[config.mk]
export PLATFORM = sky130hd
export DESIGN_NAME = mbe_sequencer
export DESIGN_NICKNAME = d
export VERILOG_FILES = /design/src/hw/rtl/mbe_pkg.sv /design/src/hw/rtl/mbe_sequencer.sv
export SDC_FILE = /design/constraint.sdc
export NUM_CORES = 1
export LEC_CHECK = 0
export BUFFER_PORTS_ARGS = -buffer_cell sky130_fd_sc_hd__clkbuf_2
export CAP_MARGIN = 40
export CORE_ASPECT_RATIO = 0.8
export CORE_MARGIN = 5
export CORE_UTILIZATION = 35
export DETAILED_ROUTE_END_ITERATION = 10
export HOLD_SLACK_MARGIN = 0.03
export PLACE_DENSITY_LB_ADDON = 0.08
export RECOVER_POWER = 50
export SYNTH_ARGS = -nofsm -noshare
export SYNTH_HDL_FRONTEND = slang
export SYNTH_SLANG_ARGS = --single-unit
[constraint.sdc]
create_clock -name clk_i -period 4.05 [get_ports clk_i]
set_clock_uncertainty 0.2 [all_clocks]
set_input_delay 1.215 -clock clk_i [delete_from_list [all_inputs] [get_ports clk_i]]
set_output_delay 1.215 -clock clk_i [all_outputs]
set_load 0.01 [all_outputs]
[src/hw/rtl/mbe_pkg.sv]
// Shared types, constants and control store for the escape-time core.
package mbe_pkg;

  // Fixed-point format of z and c: fraction bits
  localparam int unsigned FRACTION_BITS = 28;

  localparam int unsigned LIMIT_W     = 16;
  localparam logic [LIMIT_W-1:0] LIMIT_RESET = 16'd100;

  // |z|^2 threshold: 4.0 at 2*FRACTION_BITS fraction bits
  localparam logic [127:0] ESC_LIMIT = 128'd1 << (2 * FRACTION_BITS + 2);

  localparam int unsigned PC_W = 4;

  // 32-bit half of a magnitude fed to the multiplier
  typedef enum logic [1:0] {H_XL, H_XH, H_YL, H_YH} half_e;

  // Product accumulator that takes the registered partial product
  typedef enum logic [1:0] {D_NONE, D_XX, D_YY, D_XY} acc_dst_e;

  // Left shift of the partial product before accumulation
  typedef enum logic [1:0] {SH_0, SH_32, SH_33, SH_64} acc_sh_e;

  // Step operation
  typedef enum logic [2:0] {
    OP_NOP,      // multiply / accumulate only
    OP_MAG,      // take magnitudes and product sign of x, y
    OP_CHECK,    // leave on escape or on reaching the limit
    OP_COMBINE,  // xx - yy, signed 2xy
    OP_UPDATE    // new x, y; count up; jump
  } op_e;

  typedef enum logic {S_IDLE, S_RUN} seq_state_e;

  // One control word
  typedef struct packed {
    op_e             op;
    half_e           mul_a;
    half_e           mul_b;
    logic            mul_en;
    acc_dst_e        acc_dst;
    logic            acc_load;
    acc_sh_e         acc_sh;
    logic [PC_W-1:0] jump;
  } uword_t;

  // Sequencer to datapath
  typedef struct packed {
    logic   start;
    logic   step;
    logic   out_load;
    uword_t uw;
  } dp_ctrl_t;

  // Datapath to sequencer
  typedef struct packed {
    logic escaped;
    logic at_limit;
  } dp_stat_t;

  function automatic uword_t mk(input op_e op, input half_e a, input half_e b,
                                input logic men, input acc_dst_e dst,
                                input logic ld, input acc_sh_e sh,
                                input logic [PC_W-1:0] jmp);
    uword_t w;
    w.op       = op;
    w.mul_a    = a;
    w.mul_b    = b;
    w.mul_en   = men;
    w.acc_dst  = dst;
    w.acc_load = ld;
    w.acc_sh   = sh;
    w.jump     = jmp;
    return w;
  endfunction

  // Control store: one pass of z = z^2 + c. Steps 1 to 10 multiply two halves,
  // and steps 2 to 11 accumulate the product of the step before. Cross terms of the
  // squares are taken once and doubled through the shift.
  function automatic uword_t ucode(input logic [PC_W-1:0] pc);
    uword_t w;
    case (pc)
      4'd0:    w = mk(OP_MAG,     H_XL, H_XL, 1'b0, D_NONE, 1'b0, SH_0,  4'd0);
      4'd1:    w = mk(OP_NOP,     H_XL, H_XL, 1'b1, D_NONE, 1'b0, SH_0,  4'd0);
      4'd2:    w = mk(OP_NOP,     H_XH, H_XH, 1'b1, D_XX,   1'b1, SH_0,  4'd0);
      4'd3:    w = mk(OP_NOP,     H_XL, H_XH, 1'b1, D_XX,   1'b0, SH_64, 4'd0);
      4'd4:    w = mk(OP_NOP,     H_YL, H_YL, 1'b1, D_XX,   1'b0, SH_33, 4'd0);
      4'd5:    w = mk(OP_NOP,     H_YH, H_YH, 1'b1, D_YY,   1'b1, SH_0,  4'd0);
      4'd6:    w = mk(OP_NOP,     H_YL, H_YH, 1'b1, D_YY,   1'b0, SH_64, 4'd0);
      4'd7:    w = mk(OP_NOP,     H_XL, H_YL, 1'b1, D_YY,   1'b0, SH_33, 4'd0);
      4'd8:    w = mk(OP_CHECK,   H_XL, H_YH, 1'b1, D_XY,   1'b1, SH_0,  4'd0);
      4'd9:    w = mk(OP_NOP,     H_XH, H_YL, 1'b1, D_XY,   1'b0, SH_32, 4'd0);
      4'd10:   w = mk(OP_NOP,     H_XH, H_YH, 1'b1, D_XY,   1'b0, SH_32, 4'd0);
      4'd11:   w = mk(OP_NOP,     H_XL, H_XL, 1'b0, D_XY,   1'b0, SH_64, 4'd0);
      4'd12:   w = mk(OP_COMBINE, H_XL, H_XL, 1'b0, D_NONE, 1'b0, SH_0,  4'd0);
      4'd13:   w = mk(OP_UPDATE,  H_XL, H_XL, 1'b0, D_NONE, 1'b0, SH_0,  4'd0);
      default: w = mk(OP_NOP,     H_XL, H_XL, 1'b0, D_NONE, 1'b0, SH_0,  4'd0);
    endcase
    return w;
  endfunction

endpackage

[src/hw/rtl/mbe_sequencer.sv]
// Step counter, control store lookup and handshake control.
module mbe_sequencer (
  input  logic              clk_i,
  input  logic              rst_ni,
  input  logic              in_valid_i,
  output logic              in_ready_o,
  output logic              out_valid_o,
  input  logic              out_ready_i,
  input  mbe_pkg::dp_stat_t stat_i,
  output mbe_pkg::dp_ctrl_t ctrl_o
);
  import mbe_pkg::*;

  seq_state_e      state_q, state_d;
  logic [PC_W-1:0] pc_q, pc_d;
  logic            out_valid_q, out_valid_d;
  uword_t          uw;
  logic            leave, hold, go;

  assign uw = ucode(pc_q);

  // Finish when the check step sees escape or the limit
  assign leave = (uw.op == OP_CHECK) && (stat_i.escaped || stat_i.at_limit);
  // Result register still full: wait on the check step
  assign hold  = leave && out_valid_q && !out_ready_i;
  assign go    = (state_q == S_RUN) && !hold;

  // Registers
  always_ff @(posedge clk_i or negedge rst_ni) begin
    if (!rst_ni) begin
      state_q     <= S_IDLE;
      pc_q        <= '0;
      out_valid_q <= 1'b0;
    end else begin
      state_q     <= state_d;
      pc_q        <= pc_d;
      out_valid_q <= out_valid_d;
    end
  end

  // Next state, step counter and outputs
  always_comb begin
    state_d     = state_q;
    pc_d        = pc_q;
    out_valid_d = out_valid_q && !out_ready_i;
    case (state_q)
      S_IDLE: begin
        pc_d = '0;
        if (in_valid_i) begin
          state_d = S_RUN;
        end
      end
      S_RUN: begin
        if (go) begin
          if (leave) begin
            state_d     = S_IDLE;
            out_valid_d = 1'b1;
            pc_d        = '0;
          end else if (uw.op == OP_UPDATE) begin
            pc_d = uw.jump;
          end else begin
            pc_d = pc_q + PC_W'(1);
          end
        end
      end
      default: state_d = S_IDLE;
    endcase
  end

  assign in_ready_o      = (state_q == S_IDLE);
  assign out_valid_o     = out_valid_q;
  assign ctrl_o.start    = in_valid_i && (state_q == S_IDLE);
  assign ctrl_o.step     = go;
  assign ctrl_o.out_load = go && leave;
  assign ctrl_o.uw       = uw;

endmodule

Yosys cells after proc, flatten, opt, wreduce, memory -nomap -nowiden
Memory sizes are Yosys's and may differ from the RTL's.
Cells that the tools add are included.
Word-level totals
  bits in registers: 6
  bits in read-only memories: 208
  output and inout bits: 22
  logic and storage cells: 30
  memories kept: 1
Memory list
  (no name shown): words 16, bits a word 13, read ports 1, clocked after Yosys merged registers in 0, write ports 0, RTL line mbe_pkg.sv:82  | case (pc)
Cells by class
  $add $sub $neg: 1
  equality and inequality tests: 3
  mux-type cells: 11
  bitwise gates (word level): 1
  reductions and logical operators: 10
Operator list (number)
  two-way mux 4 bit: 3
  one-hot mux 4 bit (2 select lines): 1
  logical AND 1 bit: 7
  two-way mux 1 bit: 6
  adder 4 x 1 -> 4 bit, second input constant: 1
  equality test 3 x 2 -> 1 bit, second input constant: 1
  equality test 3 bit, second input constant: 1
  logical NOT 1 bit: 2
  inequality test 2 x 1 -> 1 bit, second input constant: 1
  one-hot mux 1 bit (2 select lines): 1
  logical OR 1 bit: 1
  inverter 1 bit: 1

Depth between registers and ports, before layout
Gate-level depths: netlist of the first run.
An unclocked memory read counts as a cell.
  depth in word-level cells: 9
  depth in mapped cells: 6
  mapped depth without buffers: 5

Worst setup path before layout of the first run
No wires, ideal clock.
  path type: in2out
  start: input port stat_i[0] in the netlist's numbering
  end: output port ctrl_o[18] in the netlist's numbering
  data arrival time: 1.854 ns
  data required time: 2.635 ns
  setup slack: 0.781 ns
  cell stages on the path: 4
  buffers on the path: 1
  cell sequence: o21ai_2 -> nor2_1 -> a21oi_1 -> buf_4
On the way
  cells in the longest elaborated chain, start to end: 6
RTL lines
  start: declaration: RTL line mbe_sequencer.sv:9  | input mbe_pkg::dp_stat_t stat_i,
  logical OR 1 bit: RTL line mbe_sequencer.sv:23  | assign leave = (uw.op == OP_CHECK) && (stat_i.escaped || stat_i.at_limit);
  logical AND 1 bit: RTL line mbe_sequencer.sv:23
  logical AND 1 bit (2 in a row): RTL line mbe_sequencer.sv:25  | assign hold = leave && out_valid_q && !out_ready_i;
  logical NOT 1 bit: RTL line mbe_sequencer.sv:26  | assign go = (state_q == S_RUN) && !hold;
  logical AND 1 bit: RTL line mbe_sequencer.sv:26
  end: declaration: RTL line mbe_sequencer.sv:10  | output mbe_pkg::dp_ctrl_t ctrl_o
No other way between the ends.

==> results.cfg, run 1 <==
[floorplan]
row_count = 14
die_w_um = 58.3
core_area_mm2 = 0.00182
die_h_um = 48.7
start_util = 0.359
die_area_mm2 = 0.00284
ios = 28

[grt]
antenna_found_initial = 0
grt_max_degree = 16
grt_first_pass_wirelength_um = 2390
track_usage = 0.108
grt_overflow = 0
first_global_vias = 503

[place]
place_hpwl_um = 1210
gp_congestion = 0.726
place_ws_ns = 0.593
io_buffer_count = 23

[detailed_routing]
wl_met3_um = 101
wl_met1_um = 763
wl_met2_um = 629
wl_um = 1490
wl_per_cell_um = 12.2
drtAntennaViolNets = 0
first_pass_iters = 4
drtIter0Drc = 18
drc = 0
vias = 579
highest-signal-layer = met3
via_per_inst = 4.75

[logic_synthesis]
ys_ff_latch = 6
async_flop_share = 1.00
ys_seq_area_frac = 0.229
ys_warn_count = 0
ys.flop_type = dfrtp_1
synth_edf_count = 0
syn_area_um2 = 654
ys_types = 33
syn_area_per_cell_um2 = 8.50
netlist_instances = 77

[pwr]
clockPowerShare = 0.086
internal-power_mw = 0.299
peakVddDrop_mv = 0.346
netSwitchingFraction = 0.516
p_total_mw = 0.618
switchingPower_mw = 0.319
power_frac_seq = 0.230
p_leak_nw = 0.376
power_density_mw_per_mm2 = 832
p_comb_frac = 0.684

[cts]
cts_tree = done
cts.sinks = 6
clk_pin_slew_ns = 0.04
clock_latency_ns = 0.24
postCtsSetupRepairBufs = 0
cts_buffers = 3
cts_buffer_depth = 2
h-tree-depth = 1
root_buffer = clkbuf_4
cts-resized-gates = 0
hold_buffers = 0

[worst_setup_path]
cp-start-kind = input port
endpoint_kind = output pin
critPathKind = in -> out
worst_ep_required_time_ns = 2.63
crit_arrival_ns = 2.03
r2r.worst_path.cells = 5
r2r_start = pc_q[0]
crit_fanout = 7
timing.rr.end = pc_q[1]
r2r_setup_slack_ns = 2.20

[finish]
area_growth_pct = 13.4
antennaDiodeCount = 0
utilization = 0.407
fin_nets = 114
layout_commonest_cell = clkbuf_2
drive_above_1_share = 0.235
fillers = 211
final_cell_mix = clkbuf_2, inv_1, ha_1

[sta]
fmax_ghz = 0.290
report.final.slew_viol_count = 0
rsz0062_at_grt = false
hold_viol = 0
finalCriticalPeriod_ns = 3.45
fin_hold_ws_ns = 0.389
tns_ns = 0
fin_crit_sh = 0.851
setup_slack_ns = 0.602
setup_violations = 0

[min_path]
hp-class = reg -> reg
worstHoldPathCells = 2
min_from = state_q
hold-path-endpoint = pc_q[2]

[outcome]
status = complete, no violations

[run]
max_cap_violations = 0
-- logic make-up (layout without fill, tap and decap cells) --
logic type | after synthesis | in the layout | share of synthesized area
compound gates | 19 | 19 | 0.220
fa+ha+maj | 8 | 8 | 0.153
buf+inv | 16 | 34 | 0.136
flops | 6 | 6 | 0.229
mux | 3 | 3 | 0.0459
other cells | 1 | 4 | 0.00573
simple gates | 24 | 24 | 0.210
-- area by class of cell --
cell class | count | area, um2 | area share
multi-input combinational | 58 | 400 | 0.540
sequential | 6 | 150 | 0.202
timing repair buffer | 23 | 109 | 0.147
inverter | 8 | 30.0 | 0.0405
tap | 24 | 30.0 | 0.0405
clock buffer | 3 | 22.5 | 0.0304
-- state kept, by name, summed over array words and instances (netlist names) --
register / count
pc_q: 4
state_q: 1
out_valid_o: 1
-- per-layer routing --
layer / vias up / global-route usage
met5: - / 0
met3: 0 / 0.0372
met4: 0 / 0.0463
met1: 262 / 0.155
li1: 302 / -
met2: 15 / 0.141
-- power groups by stage --
stage	registers, mW	logic, mW	clock network [mW]
after global routing	0.152	0.477	0.0604
after global placement	0.145	0.446	0
after CTS	0.144	0.446	0.0569
after detailed placement	0.145	0.445	0
final	0.142	0.423	0.0529
after floorplan	0.112	0.337	0
-- stage by stage --
stage | cells | instance area, um2
after floorplan | 80 | 666
after global placement | 119 | 752
after detailed placement | 119 | 752
after CTS | 122 | 774
after global routing | 122 | 742
final | 122 | 742
-- synthesized netlist by cell type, types with 2 or more instances --
cell type	count	area [um2]
and3_1	2	12.5
buf_2	2	10.0
mux2i_1	3	30.0
dfrtp_1	6	150
a21oi_1	2	10.0
nand2_1	6	22.5
o22ai_1	5	31.3
o21ai_1	2	10.0
nor2b_1	3	18.8
inv_1	7	26.3
buf_4	5	37.5
ha_1	8	100
nor2_1	6	22.5
-- how the worst max path moves through the flow --
stage	startpoint	endpoint
2_1_floorplan	stat_i[0]	ctrl_o[18]
3_3_place_gp	stat_i[0]	ctrl_o[18]
3_5_place_dp	stat_i[0]	ctrl_o[18]
4_1_cts	stat_i[0]	ctrl_o[18]
5_1_grt	stat_i[0]	ctrl_o[17]
6_report	stat_i[0]	ctrl_o[17]
-- worst max-delay path, stage by stage --
cell and delay (ns):
clkbuf_1 0.09, o21ai_2 0.11, nor4_1 0.40, clkbuf_2 0.21
Note: power is estimated with default switching activity, not from simulation.
==> run 2, diff against run 1 <==
Settings changed: BUFFER_PORTS_ARGS -buffer_cell sky130_fd_sc_hd__clkbuf_2 to -buffer_cell sky130_fd_sc_hd__buf_2.
==> run 2 against run 1 <==
Against the previous run:
- sequential share of layout area fell by 0.068 points
- cell area grew 0.34%
- critical path depth increased by 1
- combinational power barely moved
- non-clock buffer count up 1
- routed wire length is 1.3% higher
- clock power hardly changed
- critical path type unchanged
==> results.cfg, run 2 (same netlist as run 1, synthesis figures left out) <==
[grt]
grt_first_pass_wirelength_um = 2480
first_global_vias = 518
grt_overflow = 0
antenna_found_initial = 0
grt_max_degree = 16
track_usage = 0.110

[worst_setup_path]
cp-start-kind = input port
cp_common_cell = buf_2
critPathKind = in -> out
path_cells = buf_2 > o21ai_0 > clkbuf_1 > nor4_1 > buf_2
path_delay_family = buffers and inverters
cp_slowest_cell = nor4_1
crit_arrival_ns = 2.14
crit_buf_inv = 3
slowest_delay_ns = 0.40
worst_ep_required_time_ns = 2.63
endpoint_kind = output pin
crit_fanout = 7

[pwr]
peakVddDrop_mv = 0.372
netSwitchingFraction = 0.513
internal-power_mw = 0.301
p_leak_nw = 0.385
switchingPower_mw = 0.316
power_density_mw_per_mm2 = 829
p_comb_frac = 0.682
power_frac_seq = 0.232
clockPowerShare = 0.086
p_total_mw = 0.617

[sta]
fin_crit_sh = 0.878
report.final.slew_viol_count = 0
setup_violations = 0
setup_slack_ns = 0.494
hold_viol = 0
fin_hold_ws_ns = 0.393
fmax_ghz = 0.281
finalCriticalPeriod_ns = 3.56
rsz0062_at_grt = false
tns_ns = 0

[cts]
clk_pin_slew_ns = 0.04
cts_tree = done
cts_buffers = 3
postCtsSetupRepairBufs = 0
clock_latency_ns = 0.24
cts.sinks = 6
hold_buffers = 0
h-tree-depth = 1
cts_buffer_depth = 2
root_buffer = clkbuf_4
cts-resized-gates = 0

[floorplan]
die_h_um = 48.7
start_util = 0.359
die_area_mm2 = 0.00284
ios = 28
core_area_mm2 = 0.00182
die_w_um = 58.3
row_count = 14

[detailed_routing]
wl_um = 1510
drc = 0
via_per_inst = 4.74
drtIter0Drc = 13
wl_per_cell_um = 12.3
vias = 583
first_pass_iters = 4
drtAntennaViolNets = 0

[finish]
area_growth_pct = 13.8
largest_reg_flops = 4
largest_register = pc_q
drive_above_1_share = 0.242
fin_nets = 115
antennaDiodeCount = 0
final_area_um2 = 744
final_cell_mix = buf_2, inv_1, ha_1
layout_commonest_cell = buf_2

[place]
place_ws_ns = 0.686
place_hpwl_um = 1200
gp_congestion = 0.741
placed_cell_area_um2 = 759
io_buffer_count = 23

[run]
max_cap_violations = 0

[min_path]
hp-class = reg -> reg

[outcome]
status = complete, no violations
## run 2: changes by cell type in the layout (fill, tap and decap cells not counted), sizes merged
cell    before  now
clkbuf      26    7
buf          0   20
## run 2: stage by stage
step / std cells / utilization
2_1_floorplan: 80 / -
5_1_grt: 123 / 0.409
3_5_place_dp: 120 / 0.417
6_report: 123 / 0.409
3_3_place_gp: 120 / 0.417
4_1_cts: 123 / 0.429
## run 2: final timing paths
check	start	to	slack, ns	depth (start not counted)
worst max-delay path	stat_i[0]	ctrl_o[17]	0.49	5
worst min-delay path	state_q	pc_q[2]	0.39	2
worst max register to register	pc_q[0]	pc_q[0]	2.08	6
worst min register to register	state_q	pc_q[2]	0.39	2
max in group asynchronous	rst_ni	pc_q[2]	2.78	1
min in group asynchronous	rst_ni	state_q	0.64	1
## run 2: layer usage
layer	up-vias	GRT usage	share of wire
met2	15	0.147	0.42
met1	263	0.166	0.51
li1	303	-	-
met3	2	0.0213	0.064
met4	0	0.0463	0.0026
met5	-	0	0
## run 2: cell type report
cell class                      count  area [um2]
Fill cell                         200        1080
Multi-Input combinational cell     58         397
Sequential cell                     6         150
Timing Repair Buffer               24         115
Inverter                            8        30.0
Tap cell                           24        30.0
Clock buffer                        3        22.5
## run 2: power groups by stage
stage	clock (mW)	combinational (mW)	sequential (mW)
6_report	0.0529	0.421	0.143
5_1_grt	0.0595	0.475	0.150
4_1_cts	0.0572	0.451	0.145
3_5_place_dp	0	0.449	0.146
3_3_place_gp	0	0.449	0.144
2_1_floorplan	0	0.337	0.112
## run 2: worst register-to-register path, stage by stage, from the launching register on
cell,delay [ns]
dfrtp_1,0.46
inv_1,0.15
ha_1,0.25
o21ai_0,0.08
clkbuf_1,0.27
o22ai_1,0.19
a211oi_1,0.27
==> run 3, diff against run 2 <==
Settings changed: ABC_AREA set to 1.
==> run 3 against run 2 <==
Against the previous run:
- register-to-register slack hardly changed
- final cell count grew 15%
- global-route usage decreased by 0.50 points
- clock-buffer cell count unchanged
- synthesized cell count is 23% higher
- fmax rose by 3.4%
- critical path depth increased by 3
- first-iteration DRC count shrank 54%
- setup slack gained 0.12 ns
- die area rose by 3.7%
- highest routed layer is now met3
==> results.cfg, run 3 <==
[run]
max_cap_violations = 0

[detailed_routing]
drtAntennaViolNets = 0
vias = 616
wl_per_cell_um = 10.5
first_pass_iters = 4
via_per_inst = 4.37
wl_um = 1480
drtIter0Drc = 6
drc = 0

[grt]
grt_max_degree = 12
grt_first_pass_wirelength_um = 2420
grt_overflow = 0
antenna_found_initial = 0
track_usage = 0.105
first_global_vias = 538

[cts]
hold_buffers = 0
clock_latency_ns = 0.24
cts_buffer_depth = 2
clk_pin_slew_ns = 0.04
h-tree-depth = 1
cts.sinks = 6
root_buffer = clkbuf_4
cts_tree = done
cts_buffers = 3
postCtsSetupRepairBufs = 0
cts-resized-gates = 0

[logic_synthesis]
synth_top_family_by_area = simple AND/OR/NAND/NOR gates
synth_top_area_frac = 0.219
synth_fa_ha_area_frac = 0.146
ys_warn_count = 0
synth_xor_xnor_area_share = 0
syn_area_per_cell_um2 = 7.20
syn_area_um2 = 684
synth-simple-area-share = 0.331
ys_types = 24
synthTopCellsByArea = dfrtp_1, ha_1, nand2_1
yosysMostFrequentCell = nand2_1
synthMuxAreaShare = 0
yosysTopAreaCell = dfrtp_1
ys_seq_area_frac = 0.219
synth_compound_area_frac = 0.108
ys_ff_latch = 6
async_flop_share = 1.00
ys.flop_type = dfrtp_1
netlist_top_cells_count = nand2_1, inv_1, ha_1
netlist_instances = 95
synth_edf_count = 0

[finish]
fillers = 214
area_growth_pct = 12.2
antennaDiodeCount = 0
largest_reg_flops = 4
drive_above_1_share = 0.256
final_cell_mix = nand2_1, buf_2, inv_1, ha_1, nor2_1
finalNonFillerCells = 141
layout_commonest_cell = nand2_1
largest_register = pc_q
fin_nets = 133
final_area_um2 = 768
utilization = 0.410

[pwr]
p_comb_frac = 0.677
power_density_mw_per_mm2 = 825
peakVddDrop_mv = 0.381
switchingPower_mw = 0.342
internal-power_mw = 0.292
p_leak_nw = 0.440
power_frac_seq = 0.236
netSwitchingFraction = 0.540
clockPowerShare = 0.087

[place]
placed_cell_area_um2 = 781
gp_congestion = 0.787
io_buffer_count = 23
place_hpwl_um = 1170
dp_cells = 138

[worst_setup_path]
crit_fanout = 6
worst_ep_required_time_ns = 2.63
r2r_setup_slack_ns = 2.09
endpoint_kind = output pin
cp-start-kind = input port
crit_arrival_ns = 2.02
critPathKind = in -> out

[outcome]
status = complete, no violations

[sta]
finalCriticalPeriod_ns = 3.44
tns_ns = 0
report.final.slew_viol_count = 0
rsz0062_at_grt = false
hold_viol = 0
fin_crit_sh = 0.849
fmax_ghz = 0.291
setup_violations = 0
fin_hold_ws_ns = 0.422

[floorplan]
row_count = 14
die_w_um = 59.4
ios = 28
die_area_mm2 = 0.00295
core_area_mm2 = 0.00187
start_util = 0.365
die_h_um = 49.6

[min_path]
hp-class = reg -> reg
run 3: cell types whose count changed after synthesis, sizes merged, moves of 4 or more:
| cell | before | now |
|---|---|---|
| nor2 | 6 | 11 |
| inv | 8 | 18 |
| o22ai | 6 | 1 |
| nand4 | 0 | 4 |
| o21ai | 3 | 9 |
| nand2 | 6 | 22 |
run 3: per-layer routing:
| metal | part of all wire | GRT usage | vias up |
|---|---|---|---|
| li1 | - | - | 334 |
| met1 | 0.54 | 0.157 | 266 |
| met2 | 0.42 | 0.144 | 16 |
| met3 | 0.041 | 0.0313 | 0 |
| met4 | 0 | 0.0226 | 0 |
| met5 | 0 | 0 | - |
run 3: final cells by class:
class | count | area [um2] | area share
Multi-Input combinational cell | 67 | 385 | 0.502
Sequential cell | 6 | 150 | 0.195
Timing Repair Buffer | 23 | 110 | 0.143
Inverter | 18 | 70.1 | 0.0912
Tap cell | 24 | 30.0 | 0.0391
Clock buffer | 3 | 22.5 | 0.0293
run 3: power groups by stage:
stage / logic [mW] / clock network, mW / registers [mW]
2_1_floorplan: 0.357 / 0 / 0.116
3_3_place_gp: 0.456 / 0 / 0.152
3_5_place_dp: 0.454 / 0 / 0.151
4_1_cts: 0.458 / 0.0566 / 0.151
5_1_grt: 0.489 / 0.0600 / 0.158
6_report: 0.429 / 0.0551 / 0.150
run 3: final timing paths:
check / from / to / cells past startpoint
hold reg to reg: pc_q[1] / pc_q[1] / 2
min in group asynchronous: rst_ni / out_valid_o / 1
hold / removal: pc_q[1] / pc_q[1] / 2
setup reg to reg: pc_q[0] / pc_q[3] / 8
setup / recovery: stat_i[1] / ctrl_o[17] / 8
max in group asynchronous: rst_ni / pc_q[0] / 1
run 3: logic make-up after synthesis:
logic type,after synthesis
and+or+nand+nor,42
buffers and inverters,25
AOI/OAI and AO/OA,13
adders and majority gates,8
DFF,6
other,1
run 3: critical path, cell delays in order:
cell	delay, ns
buf_2	0.07
inv_1	0.03
nand2_1	0.05
nand2_1	0.13
nor2_1	0.27
inv_2	0.07
nor2_2	0.07
buf_2	0.12
run 3: stage by stage:
step / setup WS [ns] / power [mW]
CTS: 0.768 / 0.665
finish: 0.612 / 0.634
global placement: 0.741 / 0.608
detailed placement: 0.770 / 0.606
floorplan: 0.936 / 0.473
global route: 0.419 / 0.707
